File: src/rmk_pkg.sv
// Shared types, widths, constants and the Q.16 gain table for the ranking
// metric block. No dependencies.
package rmk_pkg;

  // Defaults for the top-level parameters
  localparam int DEF_MAX_LABELS = 64;
  localparam int DEF_MAX_K      = 64;
  localparam int DEF_LABEL_BITS = 20;
  localparam int DEF_COUNT_BITS = 8;

  // Fixed port widths
  localparam int REQ_W     = 2;
  localparam int IDX_W     = 20;
  localparam int K_W       = 7;
  localparam int CNT_OUT_W = 8;
  localparam int SML_OUT_W = 7;
  localparam int Q_W       = 20;

  localparam logic [K_W-1:0] RANK_CUTOFF_RST = K_W'(5);

  // Request codes
  localparam logic [REQ_W-1:0] REQ_LABEL = 2'd0;
  localparam logic [REQ_W-1:0] REQ_PRED  = 2'd1;
  localparam logic [REQ_W-1:0] REQ_END   = 2'd2;

  // Gain table: round(65536 / log2(r + 2))
  localparam int GAIN_LEN   = 64;
  localparam int GAIN_IDX_W = 6;
  localparam int GAIN_W     = 17;

  localparam logic [GAIN_W-1:0] GAIN_TBL [GAIN_LEN] = '{
    17'd65536, 17'd41349, 17'd32768, 17'd28225, 17'd25353, 17'd23344, 17'd21845, 17'd20674,
    17'd19728, 17'd18944, 17'd18281, 17'd17710, 17'd17213, 17'd16774, 17'd16384, 17'd16033,
    17'd15716, 17'd15428, 17'd15164, 17'd14921, 17'd14696, 17'd14488, 17'd14294, 17'd14112,
    17'd13943, 17'd13783, 17'd13632, 17'd13490, 17'd13356, 17'd13228, 17'd13107, 17'd12992,
    17'd12882, 17'd12777, 17'd12676, 17'd12580, 17'd12488, 17'd12399, 17'd12314, 17'd12232,
    17'd12154, 17'd12078, 17'd12004, 17'd11933, 17'd11865, 17'd11799, 17'd11734, 17'd11672,
    17'd11612, 17'd11553, 17'd11497, 17'd11441, 17'd11388, 17'd11336, 17'd11285, 17'd11236,
    17'd11187, 17'd11141, 17'd11095, 17'd11050, 17'd11007, 17'd10964, 17'd10923, 17'd10882
  };

  function automatic logic [GAIN_W-1:0] gain_q16(input logic [GAIN_IDX_W-1:0] r);
    return GAIN_TBL[r];
  endfunction

  typedef enum logic [1:0] {
    ST_IDLE,
    ST_PRED_SCAN,
    ST_END_SCAN,
    ST_END_OUT
  } rmk_state_t;

  typedef struct packed {
    logic [SML_OUT_W-1:0] hits_at_k;
    logic [CNT_OUT_W-1:0] hits_total;
    logic [CNT_OUT_W-1:0] false_pos;
    logic [SML_OUT_W-1:0] false_neg;
    logic [CNT_OUT_W-1:0] pred_total;
    logic [SML_OUT_W-1:0] label_total;
    logic [Q_W-1:0]       dcg_value;
    logic [Q_W-1:0]       ideal_dcg;
    logic                 overflow;
  } rmk_result_t;

endpackage

File: src/ranking_metric_at_k.sv
// Ranking metric counter for precision, recall and nDCG at k. Send a
// sample as its true labels (req_type 0), then its predictions best first
// (req_type 1), then an end request (req_type 2); the end request yields
// one result with hit counts, false positives and negatives, DCG@k and
// ideal DCG@k in Q4.16, and clears the sample. req_type 3 is taken and
// ignored. Labels live in a single-read, single-write RAM together with a
// matched bit, so a label is stored without a scan, while a prediction or
// an end request walks every stored label, the RAM read port reading one
// label a cycle. The end request also waits for the output register if an
// earlier result is still stalled there. There is no clearing pass after
// reset. rank_cutoff (reset 5) may only be written while idle. Built from
// rmk_pkg, rmk_label_mem, rmk_seq and rmk_out_reg.
module ranking_metric_at_k
  import rmk_pkg::*;
#(
  parameter int MAX_LABELS = DEF_MAX_LABELS,
  parameter int MAX_K      = DEF_MAX_K,
  parameter int LABEL_BITS = DEF_LABEL_BITS,
  parameter int COUNT_BITS = DEF_COUNT_BITS
) (
  input  logic                 clk,
  input  logic                 rst,
  input  logic                 cfg_wr_en,
  input  logic [K_W-1:0]       cfg_wr_data,
  input  logic                 in_valid,
  output logic                 in_stall,
  input  logic [REQ_W-1:0]     req_type,
  input  logic [IDX_W-1:0]     label_index,
  output logic                 out_valid,
  input  logic                 out_stall,
  output logic [SML_OUT_W-1:0] hits_at_k,
  output logic [CNT_OUT_W-1:0] hits_total,
  output logic [CNT_OUT_W-1:0] false_pos,
  output logic [SML_OUT_W-1:0] false_neg,
  output logic [CNT_OUT_W-1:0] pred_total,
  output logic [SML_OUT_W-1:0] label_total,
  output logic [Q_W-1:0]       dcg_value,
  output logic [Q_W-1:0]       ideal_dcg,
  output logic                 overflow
);

  localparam int ADDR_W = (MAX_LABELS > 1) ? $clog2(MAX_LABELS) : 1;

  logic [K_W-1:0]      rank_cutoff;
  logic                mem_wr_en;
  logic [ADDR_W-1:0]   mem_wr_addr;
  logic [LABEL_BITS:0] mem_wr_data;
  logic                mem_rd_en;
  logic [ADDR_W-1:0]   mem_rd_addr;
  logic [LABEL_BITS:0] mem_rd_data;
  logic                slot_free;
  logic                res_load;
  rmk_result_t         res;
  rmk_result_t         res_q;

  // k register: the user must write it only between samples; not enforced here
  always_ff @(posedge clk) begin
    if (rst) begin
      rank_cutoff <= RANK_CUTOFF_RST;
    end else if (cfg_wr_en) begin
      rank_cutoff <= cfg_wr_data;
    end
  end

  // Label store, one {matched, label} word per entry
  rmk_label_mem #(
    .DEPTH  (MAX_LABELS),
    .ADDR_W (ADDR_W),
    .DATA_W (LABEL_BITS + 1)
  ) u_mem (
    .clk     (clk),
    .wr_en   (mem_wr_en),
    .wr_addr (mem_wr_addr),
    .wr_data (mem_wr_data),
    .rd_en   (mem_rd_en),
    .rd_addr (mem_rd_addr),
    .rd_data (mem_rd_data)
  );

  // Request sequencer and per-sample counters
  rmk_seq #(
    .MAX_LABELS (MAX_LABELS),
    .MAX_K      (MAX_K),
    .LABEL_BITS (LABEL_BITS),
    .COUNT_BITS (COUNT_BITS),
    .ADDR_W     (ADDR_W)
  ) u_seq (
    .clk         (clk),
    .rst         (rst),
    .rank_cutoff (rank_cutoff),
    .in_valid    (in_valid),
    .in_stall    (in_stall),
    .req_type    (req_type),
    .label_index (label_index),
    .mem_wr_en   (mem_wr_en),
    .mem_wr_addr (mem_wr_addr),
    .mem_wr_data (mem_wr_data),
    .mem_rd_en   (mem_rd_en),
    .mem_rd_addr (mem_rd_addr),
    .mem_rd_data (mem_rd_data),
    .slot_free   (slot_free),
    .res_load    (res_load),
    .res         (res)
  );

  // Result register; the next sample starts while a result waits here
  rmk_out_reg u_out (
    .clk       (clk),
    .rst       (rst),
    .load      (res_load),
    .res_in    (res),
    .slot_free (slot_free),
    .out_valid (out_valid),
    .out_stall (out_stall),
    .res_out   (res_q)
  );

  assign hits_at_k   = res_q.hits_at_k;
  assign hits_total  = res_q.hits_total;
  assign false_pos   = res_q.false_pos;
  assign false_neg   = res_q.false_neg;
  assign pred_total  = res_q.pred_total;
  assign label_total = res_q.label_total;
  assign dcg_value   = res_q.dcg_value;
  assign ideal_dcg   = res_q.ideal_dcg;
  assign overflow    = res_q.overflow;

endmodule

File: src/rmk_label_mem.sv
// Label store: single-port-write, single-port-read synchronous RAM holding
// {matched, label} words. Depends on nothing.
module rmk_label_mem #(
  parameter int DEPTH  = 64,
  parameter int ADDR_W = 6,
  parameter int DATA_W = 21
) (
  input  logic              clk,
  input  logic              wr_en,
  input  logic [ADDR_W-1:0] wr_addr,
  input  logic [DATA_W-1:0] wr_data,
  input  logic              rd_en,
  input  logic [ADDR_W-1:0] rd_addr,
  output logic [DATA_W-1:0] rd_data
);

  logic [DATA_W-1:0] mem [DEPTH];

  always_ff @(posedge clk) begin
    if (wr_en) begin
      mem[wr_addr] <= wr_data;
    end
  end

  always_ff @(posedge clk) begin
    if (rd_en) begin
      rd_data <= mem[rd_addr];
    end
  end

endmodule

File: src/rmk_seq.sv
// Sequencer: takes requests, walks the label store one entry a cycle and
// keeps the per-sample counters. Depends on rmk_pkg.
module rmk_seq
  import rmk_pkg::*;
#(
  parameter int MAX_LABELS = DEF_MAX_LABELS,
  parameter int MAX_K      = DEF_MAX_K,
  parameter int LABEL_BITS = DEF_LABEL_BITS,
  parameter int COUNT_BITS = DEF_COUNT_BITS,
  parameter int ADDR_W     = 6
) (
  input  logic                  clk,
  input  logic                  rst,
  input  logic [K_W-1:0]        rank_cutoff,
  input  logic                  in_valid,
  output logic                  in_stall,
  input  logic [REQ_W-1:0]      req_type,
  input  logic [IDX_W-1:0]      label_index,
  output logic                  mem_wr_en,
  output logic [ADDR_W-1:0]     mem_wr_addr,
  output logic [LABEL_BITS:0]   mem_wr_data,
  output logic                  mem_rd_en,
  output logic [ADDR_W-1:0]     mem_rd_addr,
  input  logic [LABEL_BITS:0]   mem_rd_data,
  input  logic                  slot_free,
  output logic                  res_load,
  output rmk_result_t           res
);

  localparam int FILL_W = $clog2(MAX_LABELS + 1);
  localparam int K_LIM  = (MAX_K < GAIN_LEN) ? MAX_K : GAIN_LEN;
  localparam int CMP_A  = (COUNT_BITS > K_W) ? COUNT_BITS : K_W;
  localparam int CMP_W  = (CMP_A > ADDR_W) ? CMP_A : ADDR_W;

  rmk_state_t state, state_next;

  logic [FILL_W-1:0]     fill, fill_next;
  logic [COUNT_BITS-1:0] pred_rank, pred_rank_next;
  logic [K_W-1:0]        hit_k, hit_k_next;
  logic [COUNT_BITS-1:0] hit_all, hit_all_next;
  logic [COUNT_BITS-1:0] miss, miss_next;
  logic [Q_W-1:0]        dcg_sum, dcg_sum_next;
  logic                  sat_flag, sat_next;
  logic [FILL_W-1:0]     fn_count, fn_next;
  logic [Q_W-1:0]        ideal_acc, ideal_next;

  logic [FILL_W-1:0]     rd_idx;
  logic                  rd_pend;
  logic [ADDR_W-1:0]     rd_addr_q;
  logic [LABEL_BITS-1:0] pred_label;
  logic                  hit_acc;

  logic                  in_accept;
  logic                  scanning;
  logic                  rd_issue;
  logic                  scan_done;
  logic                  rd_match;
  logic                  store_full;
  logic [K_W-1:0]        k_eff;
  logic [Q_W:0]          dcg_sum_w;
  logic [Q_W:0]          ideal_sum_w;

  assign in_stall   = (state != ST_IDLE);
  assign in_accept  = in_valid && !in_stall;
  assign k_eff      = (rank_cutoff > K_W'(K_LIM)) ? K_W'(K_LIM) : rank_cutoff;
  assign store_full = (fill >= FILL_W'(MAX_LABELS));

  assign scanning  = (state == ST_PRED_SCAN) || (state == ST_END_SCAN);
  assign rd_issue  = scanning && (rd_idx != fill);
  assign scan_done = (rd_idx == fill) && !rd_pend;
  assign rd_match  = (state == ST_PRED_SCAN) && rd_pend &&
                     (mem_rd_data[LABEL_BITS-1:0] == pred_label);

  assign mem_rd_en   = rd_issue;
  assign mem_rd_addr = rd_idx[ADDR_W-1:0];

  // Write port: new labels while idle, matched-bit write-back during a scan
  always_comb begin
    mem_wr_en   = 1'b0;
    mem_wr_addr = fill[ADDR_W-1:0];
    mem_wr_data = {1'b0, LABEL_BITS'(label_index)};
    if (in_accept && (req_type == REQ_LABEL) && !store_full) begin
      mem_wr_en = 1'b1;
    end else if (rd_match) begin
      mem_wr_en   = 1'b1;
      mem_wr_addr = rd_addr_q;
      mem_wr_data = {1'b1, mem_rd_data[LABEL_BITS-1:0]};
    end
  end

  assign dcg_sum_w   = {1'b0, dcg_sum} + (Q_W+1)'(gain_q16(GAIN_IDX_W'(pred_rank)));
  assign ideal_sum_w = {1'b0, ideal_acc} + (Q_W+1)'(gain_q16(GAIN_IDX_W'(rd_addr_q)));

  always_comb begin
    state_next     = state;
    fill_next      = fill;
    pred_rank_next = pred_rank;
    hit_k_next     = hit_k;
    hit_all_next   = hit_all;
    miss_next      = miss;
    dcg_sum_next   = dcg_sum;
    sat_next       = sat_flag;
    fn_next        = fn_count;
    ideal_next     = ideal_acc;
    res_load       = 1'b0;
    unique case (state)
      ST_IDLE: begin
        if (in_accept) begin
          priority if (req_type == REQ_LABEL) begin
            if (store_full) begin
              sat_next = 1'b1;
            end else begin
              fill_next = fill + FILL_W'(1);
            end
          end else if (req_type == REQ_PRED) begin
            state_next = ST_PRED_SCAN;
          end else if (req_type == REQ_END) begin
            fn_next    = '0;
            ideal_next = '0;
            state_next = ST_END_SCAN;
          end else begin
            state_next = ST_IDLE;
          end
        end
      end
      ST_PRED_SCAN: begin
        if (scan_done) begin
          if (hit_acc) begin
            if (hit_all == '1) begin
              sat_next = 1'b1;
            end else begin
              hit_all_next = hit_all + COUNT_BITS'(1);
            end
            if (CMP_W'(pred_rank) < CMP_W'(k_eff)) begin
              hit_k_next = hit_k + K_W'(1);
              if (dcg_sum_w[Q_W]) begin
                dcg_sum_next = '1;
                sat_next     = 1'b1;
              end else begin
                dcg_sum_next = dcg_sum_w[Q_W-1:0];
              end
            end
          end else begin
            if (miss == '1) begin
              sat_next = 1'b1;
            end else begin
              miss_next = miss + COUNT_BITS'(1);
            end
          end
          if (pred_rank == '1) begin
            sat_next = 1'b1;
          end else begin
            pred_rank_next = pred_rank + COUNT_BITS'(1);
          end
          state_next = ST_IDLE;
        end
      end
      ST_END_SCAN: begin
        if (rd_pend) begin
          if (!mem_rd_data[LABEL_BITS]) begin
            fn_next = fn_count + FILL_W'(1);
          end
          if (CMP_W'(rd_addr_q) < CMP_W'(k_eff)) begin
            if (ideal_sum_w[Q_W]) begin
              ideal_next = '1;
              sat_next   = 1'b1;
            end else begin
              ideal_next = ideal_sum_w[Q_W-1:0];
            end
          end
        end
        if (scan_done) begin
          state_next = ST_END_OUT;
        end
      end
      ST_END_OUT: begin
        if (slot_free) begin
          res_load       = 1'b1;
          fill_next      = '0;
          pred_rank_next = '0;
          hit_k_next     = '0;
          hit_all_next   = '0;
          miss_next      = '0;
          dcg_sum_next   = '0;
          sat_next       = 1'b0;
          state_next     = ST_IDLE;
        end
      end
      default: state_next = ST_IDLE;
    endcase
  end

  always_comb begin
    res.hits_at_k   = hit_k;
    res.hits_total  = CNT_OUT_W'(hit_all);
    res.false_pos   = CNT_OUT_W'(miss);
    res.false_neg   = SML_OUT_W'(fn_count);
    res.pred_total  = CNT_OUT_W'(pred_rank);
    res.label_total = SML_OUT_W'(fill);
    res.dcg_value   = dcg_sum;
    res.ideal_dcg   = ideal_acc;
    res.overflow    = sat_flag;
  end

  always_ff @(posedge clk) begin
    if (rst) begin
      state     <= ST_IDLE;
      fill      <= '0;
      pred_rank <= '0;
      hit_k     <= '0;
      hit_all   <= '0;
      miss      <= '0;
      dcg_sum   <= '0;
      sat_flag  <= 1'b0;
      fn_count  <= '0;
      ideal_acc <= '0;
      rd_idx    <= '0;
      rd_pend   <= 1'b0;
      hit_acc   <= 1'b0;
    end else begin
      state     <= state_next;
      fill      <= fill_next;
      pred_rank <= pred_rank_next;
      hit_k     <= hit_k_next;
      hit_all   <= hit_all_next;
      miss      <= miss_next;
      dcg_sum   <= dcg_sum_next;
      sat_flag  <= sat_next;
      fn_count  <= fn_next;
      ideal_acc <= ideal_next;
      rd_pend   <= rd_issue;
      if (in_accept) begin
        rd_idx <= '0;
      end else if (rd_issue) begin
        rd_idx <= rd_idx + FILL_W'(1);
      end
      if (in_accept) begin
        hit_acc <= 1'b0;
      end else if (rd_match) begin
        hit_acc <= 1'b1;
      end
    end
  end

  // Hold the entry address alongside its read and latch the prediction label
  always_ff @(posedge clk) begin
    if (rd_issue) begin
      rd_addr_q <= rd_idx[ADDR_W-1:0];
    end
    if (in_accept) begin
      pred_label <= LABEL_BITS'(label_index);
    end
  end

endmodule

File: src/rmk_out_reg.sv
// Output register for one result request with valid/stall handshake.
// Depends on rmk_pkg.
module rmk_out_reg
  import rmk_pkg::*;
(
  input  logic        clk,
  input  logic        rst,
  input  logic        load,
  input  rmk_result_t res_in,
  output logic        slot_free,
  output logic        out_valid,
  input  logic        out_stall,
  output rmk_result_t res_out
);

  assign slot_free = !out_valid || !out_stall;

  always_ff @(posedge clk) begin
    if (rst) begin
      out_valid <= 1'b0;
    end else if (load) begin
      out_valid <= 1'b1;
    end else if (!out_stall) begin
      out_valid <= 1'b0;
    end
  end

  always_ff @(posedge clk) begin
    if (load) begin
      res_out <= res_in;
    end
  end

endmodule

File: config.mk
export PLATFORM = sky130hd
export DESIGN_NAME = ranking_metric_at_k
export DESIGN_NICKNAME = d
export VERILOG_FILES = /design/src/rmk_pkg.sv /design/src/ranking_metric_at_k.sv /design/src/rmk_label_mem.sv /design/src/rmk_seq.sv /design/src/rmk_out_reg.sv
export SDC_FILE = /design/constraint.sdc
export NUM_CORES = 2
export LEC_CHECK = 0
export CORE_ASPECT_RATIO = 1.1
export CORE_UTILIZATION = 45
export CTS_BUF_LIST = sky130_fd_sc_hd__clkbuf_4 sky130_fd_sc_hd__clkbuf_8
export DETAILED_ROUTE_END_ITERATION = 16
export DONT_BUFFER_PORTS = 1
export SLEW_MARGIN = 30
export SYNTH_ARGS = -nofsm -noshare
export SYNTH_HDL_FRONTEND = slang
export SYNTH_SLANG_ARGS = --single-unit
File: constraint.sdc
create_clock -name clk -period 16.3 [get_ports clk]
set_input_delay 3.26 -clock clk [delete_from_list [all_inputs] [get_ports clk]]
set_output_delay 3.26 -clock clk [all_outputs]
set_load 0.1 [all_outputs]
Yosys cells after proc, flatten, opt, wreduce, memory -nomap -nowiden
Memories as Yosys holds them, arrays and structs flattened. A register that Yosys moved wholly into a read port is not among the register bits.
Cells that the tools add are included.

cells by class
  add/sub/neg operators = 9
  magnitude comparators = 6
  equal/unequal tests = 33
  muxes and demuxes = 82
  bitwise gates (word level) = 2
  reductions and logical operators = 30

operators by type and width
  kind                                                       count
  two-way mux 20 bit                                         12
  two-way mux 7 bit                                          14
  case mux 20 bit (2 select lines)                           2
  two-way mux 8 bit                                          9
  two-way mux 17 bit                                         4
  case mux 8 bit (2 select lines)                            3
  adder 20 x 17 -> 21 bit                                    2
  two-way mux 21 bit                                         2
  case mux 7 bit (2 select lines)                            3
  adder 7 x 1 -> 7 bit (second input constant)               4
  AND reduction 5 bit                                        5
  adder 8 x 1 -> 8 bit (second input constant)               3
  equality test 8 bit (second input constant)                3
  two-way mux 1 bit                                          22
  inequality test 2 bit (second input constant)              11
  greater-or-equal comparator 7 bit (second input constant)  3
  equality test 20 bit                                       1
  inequality test 2 x 1 -> 1 bit (second input constant)     10
  two-way mux 2 bit                                          7
  NOT 6 -> 7 bit                                             2
  AND reduction 7 bit                                        2
  two-way mux 6 bit                                          2
  AND reduction 9 bit                                        1
  < comparator 8 x 7 -> 1 bit                                1
  16 further kinds                                           34

storage, ports and cells
  flip-flop bits (word level) = 217
  RAM bits = 1344
  memory bits (read-only) = 2176
  logic and storage cells = 191
  memories = 3

memories
  name              words  width  read ports  clocked after memory_dff  wr ports  line                 RTL
  u_mem.mem         64     21     1           1                         1         rmk_label_mem.sv:17  logic [DATA_W-1:0] mem [DEPTH];
  (name not given)  64     17     1           0                         0         rmk_pkg.sv:43        return GAIN_TBL[r];
  (name not given)  64     17     1           0                         0         rmk_pkg.sv:43

Longest topological paths before layout
  depth in word-level cells = 11
  mapped depth = 19

Cells and area by module
A second synthesis with hierarchy kept.

second synthesis, totals
  cells, all modules = 3726
  area, all modules = 65440.3 sq um

modules (own cells, without submodules)
  module               instances  cells each  area each (sq um)  sequential area each (sq um)
  rmk_label_mem        1          2331        52246.4            40989.3
  rmk_seq              1          1283        10328.7            2722.6
  rmk_out_reg          1          90          2615.0             2602.5
  ranking_metric_at_k  1          22          250.2              140.1

Least setup slack after synthesis
No wires, ideal clock.

  path type = input to register
  from = in out_stall
  to = reg u_seq.fill[0]
  library setup time = 120 ps
  arrival time = 7935 ps
  required time = 16180 ps
  setup slack = 8245 ps
  stages on the path = 3
  path through = a21oi_1 > a21o_1 > nor2_1

between the ends
  word-level cells in the longest chain between the ends = 4

ends and longest elaborated chain
  what                             line                       RTL
  start: declaration               ranking_metric_at_k.sv:30  input logic out_stall,
  zero test 1 bit                  rmk_out_reg.sv:16          assign slot_free = !out_valid || !out_stall;
  logical OR 1 bit                 rmk_out_reg.sv:16
  inequality test 2 bit (no line)  --
  AND reduction 5 bit (no line)    --
  end signal: assignment           rmk_seq.sv:222             fill <= fill_next;
  end: declaration                 rmk_seq.sv:37              logic [FILL_W-1:0] fill, fill_next;

No other way between the ends.
A chain may end at the register's enable or synchronous reset.

Worst setup path after layout
  from = in in_valid
  to = mem u_mem.mem[39][9], enable pin

between the ends
  word-level cells in the longest chain between the ends = 6
  elaborated cells on any way between the ends = 7

ends and longest elaborated chain
  what                                     line                       RTL
  start: declaration                       ranking_metric_at_k.sv:25  input logic in_valid,
  logical AND 1 bit *                      rmk_seq.sv:64              assign in_accept = in_valid && !in_stall;
  logical AND 1 bit * (2 in series)        rmk_seq.sv:82              if (in_accept && (req_type == REQ_LABEL) && !store_full) begin
  two-way mux 1 bit                        rmk_seq.sv:82
  two-way mux 1 bit                        rmk_label_mem.sv:20        if (wr_en) begin
  two-way mux 1 bit (not written as such)  rmk_label_mem.sv:21        mem[wr_addr] <= wr_data;
  end: declaration                         rmk_label_mem.sv:17

Every way passes the cells marked *; elsewhere a longest branch is shown, timed or not.

==> results.json <==
{
  "status": "completed",
  "ys_warn_count": 0,
  "start_kind": "primary input",
  "start_util": 0.454,
  "placed_cell_area_um2": 68800,
  "cap_violations": 0,
  "power_density_nw_per_um2": 115,
  "dr.pass1.iters": 5,
  "rsz0062_at_grt": "false",
  "antenna_found_initial": 6,
  "setup_violations": 0,
  "die_h_um": 402,
  "grt_max_degree": 150,
  "clock_latency_ps": 990,
  "layout_min_cycle_time_ps": 5820,
  "die_x_um": 366,
  "area_growth_pct": 12.2,
  "io_buffers": 0,
  "maxSlewHeadroom": 0.282,
  "drive_above_1_share": 0.281,
  "ios": 122,
  "ant_nets": 0,
  "dp_hpwl_mm": 101,
  "synth_nets": 3612,
  "synth_area_per_cell_um2": 18.8,
  "irDropWorstVdd_mv": 0.0725,
  "use_met1": 0.306,
  "clock_path_buffers": 3,
  "die-area_um2": 147000,
  "coreArea_um2": 144000,
  "holdBufCountCts": 0,
  "grt_use_total": 0.215,
  "crit_fanout": 24,
  "clock-sinks": 1582,
  "final_cell_mix": "edfxtp_1, mux4_2, clkbuf_8",
  "cts-root-buf": "clkbuf_8",
  "power.total_mw": 8.50,
  "required_ps": 16950,
  "endpoint_kind": "flop",
  "postCtsSetupRepairBufs": 0,
  "synth.distinct_cells": 87,
  "fmax_ghz": 0.172,
  "period_share": 0.357,
  "use_met3": 0.0378,
  "grt_pass1_wl_mm": 232,
  "yosysSeqAreaShare": 0.708,
  "hp-class": "flop to flop",
  "gp_congestion": 0.855,
  "cts-resized-gates": 0,
  "grt_pass1_vias": 33700,
  "worstSetupPathType": "primary input to flop",
  "final_util": 0.510,
  "final_area_um2": 73600,
  "maxSlewViolCount": 0,
  "synth_async_sr_flop_share": 0,
  "h-tree-depth": 4,
  "tritoncts": "done",
  "grt_use_met2": 0.339,
  "vias_per_cell": 5.85,
  "fin_nets": 3785,
  "worstPathArrival_ps": 6470,
  "clk_transition_reported_paths_ps": 60,
  "netlist_area_um2": 65600,
  "overflow": 0,
  "top_usage_layer": "met2",
  "numCtsBuffers": 238,
  "leakagePower_nw": 23.1,
  "vias": 33800,
  "hold_viol": 0,
  "synth_seq_cells": 1582,
  "drcViolationCount": 0,
  "drt_iter0_drc": 3335,
  "routedWlPerCell_um": 27.3,
  "tightest_slew_ps": 1070,
  "routed_wl_mm": 158,
  "synth_flop_cell": "edfxtp_1",
  "rows": 146,
  "layout_commonest_cell": "edfxtp_1",
  "synth_edf_count": 1477,
  "synthCells": 3485,
  "finalClockSkew_ps": 89.6,
  "tns_ps": 0
}
power by group:
part / switching (mW) / total (mW) / internal (mW)
registers: 0.164 / 4.66 / 4.49
clock network: 1.54 / 3.21 / 1.67
logic: 0.397 / 0.624 / 0.227
stage by stage:
stage	worst slack [ps]	hold slack, ps	cells
floorplan	8250	403	3485
global placement	8920	433	5323
detailed placement	9410	439	5338
CTS	10450	459	5773
global route	10300	468	5778
finish	10480	447	5780
worst max-delay path, cell delays in order:
cell     delay (ps)
nand2_1         100
nor4_1           60
buf_4           180
nor4_4          600
buf_4           440
mux2_2          410
buf_4           290
nor4_4          710
buf_4           340
cell families after synthesis:
kind of cell / after synthesis / synth area share
DFF: 1582 / 0.708
and+or+nand+nor: 574 / 0.0450
muxes: 486 / 0.160
AOI/OAI and AO/OA: 430 / 0.0429
buffers and inverters: 245 / 0.0160
adders and majority gates: 93 / 0.0180
xor gates and xnor gates: 75 / 0.0100
metal layers:
layer	wire (um)	share of wire	vias up
met5	58	0.00037	-
met4	3670	0.023	8
met3	9690	0.061	214
met2	75900	0.48	1183
met1	68300	0.43	17700
li1	-	-	14700
final timing paths:
kind	from	depth (start not counted)	slack (ps)	to
max	in_valid	9	10480	u_mem.mem[39][9]
min reg2reg	u_seq.ideal_acc[7]	0	450	u_out.res_out[8]
min	u_seq.ideal_acc[7]	0	450	u_out.res_out[8]
max reg2reg	u_seq.pred_rank[0]	18	10660	u_seq.dcg_sum[7]
area by class of cell:
cell class / count / area (um^2)
clock buffers: 322 / 3930
flip-flops and latches: 1582 / 46500
diodes: 3 / 7.51
multi-input cells: 1658 / 18600
inverters: 43 / 161
repair buffers: 135 / 1190
fillers: 11600 / 70700
well taps: 1924 / 2410
clock inverters: 113 / 790
synthesized netlist by cell type (all sizes together), types with 6 or more instances:
master / instances / area (um^2)
a311oi: 12 / 111
nand3: 31 / 155
mux2i: 17 / 174
ha: 91 / 1140
nor4: 50 / 475
dfxtp: 105 / 2100
or2: 6 / 37.5
or3: 13 / 81.3
xor2: 53 / 464
nand2b: 17 / 106
o21a: 13 / 97.6
buf: 65 / 372
o211ai: 24 / 180
and3: 17 / 106
a21o: 16 / 120
o22ai: 9 / 56.3
o31a: 7 / 80.1
a221oi: 10 / 87.6
nor3: 52 / 310
mux2: 23 / 263
nand2: 170 / 643
nand4: 21 / 131
edfxtp: 1477 / 44400
a21oi: 100 / 500
a211oi: 27 / 203
clkbuf: 137 / 515
nor2: 147 / 552
o21ai: 128 / 641
inv: 43 / 161
xnor2: 22 / 193
nor2b: 18 / 113
and2: 9 / 56.3
mux4: 446 / 10000
a31oi: 19 / 155
registers in the layout, summed over array words and instances (netlist names):
register          count
u_mem.mem          1344
u_out.res_out        86
u_mem.rd_data        21
u_seq.dcg_sum        20
u_seq.ideal_acc      20
u_seq.pred_label     20
u_seq.hit_all         8
u_seq.miss            8
u_seq.pred_rank       8
rank_cutoff           7
u_seq.fill            7
u_seq.fn_count        7
u_seq.hit_k           7
u_seq.rd_idx          7
u_seq.rd_addr_q       6
u_seq.state           2
u_out.out_valid       1
u_seq.hit_acc         1
u_seq.rd_pend         1
u_seq.sat_flag        1
Note: power is estimated with default switching activity, not from simulation.
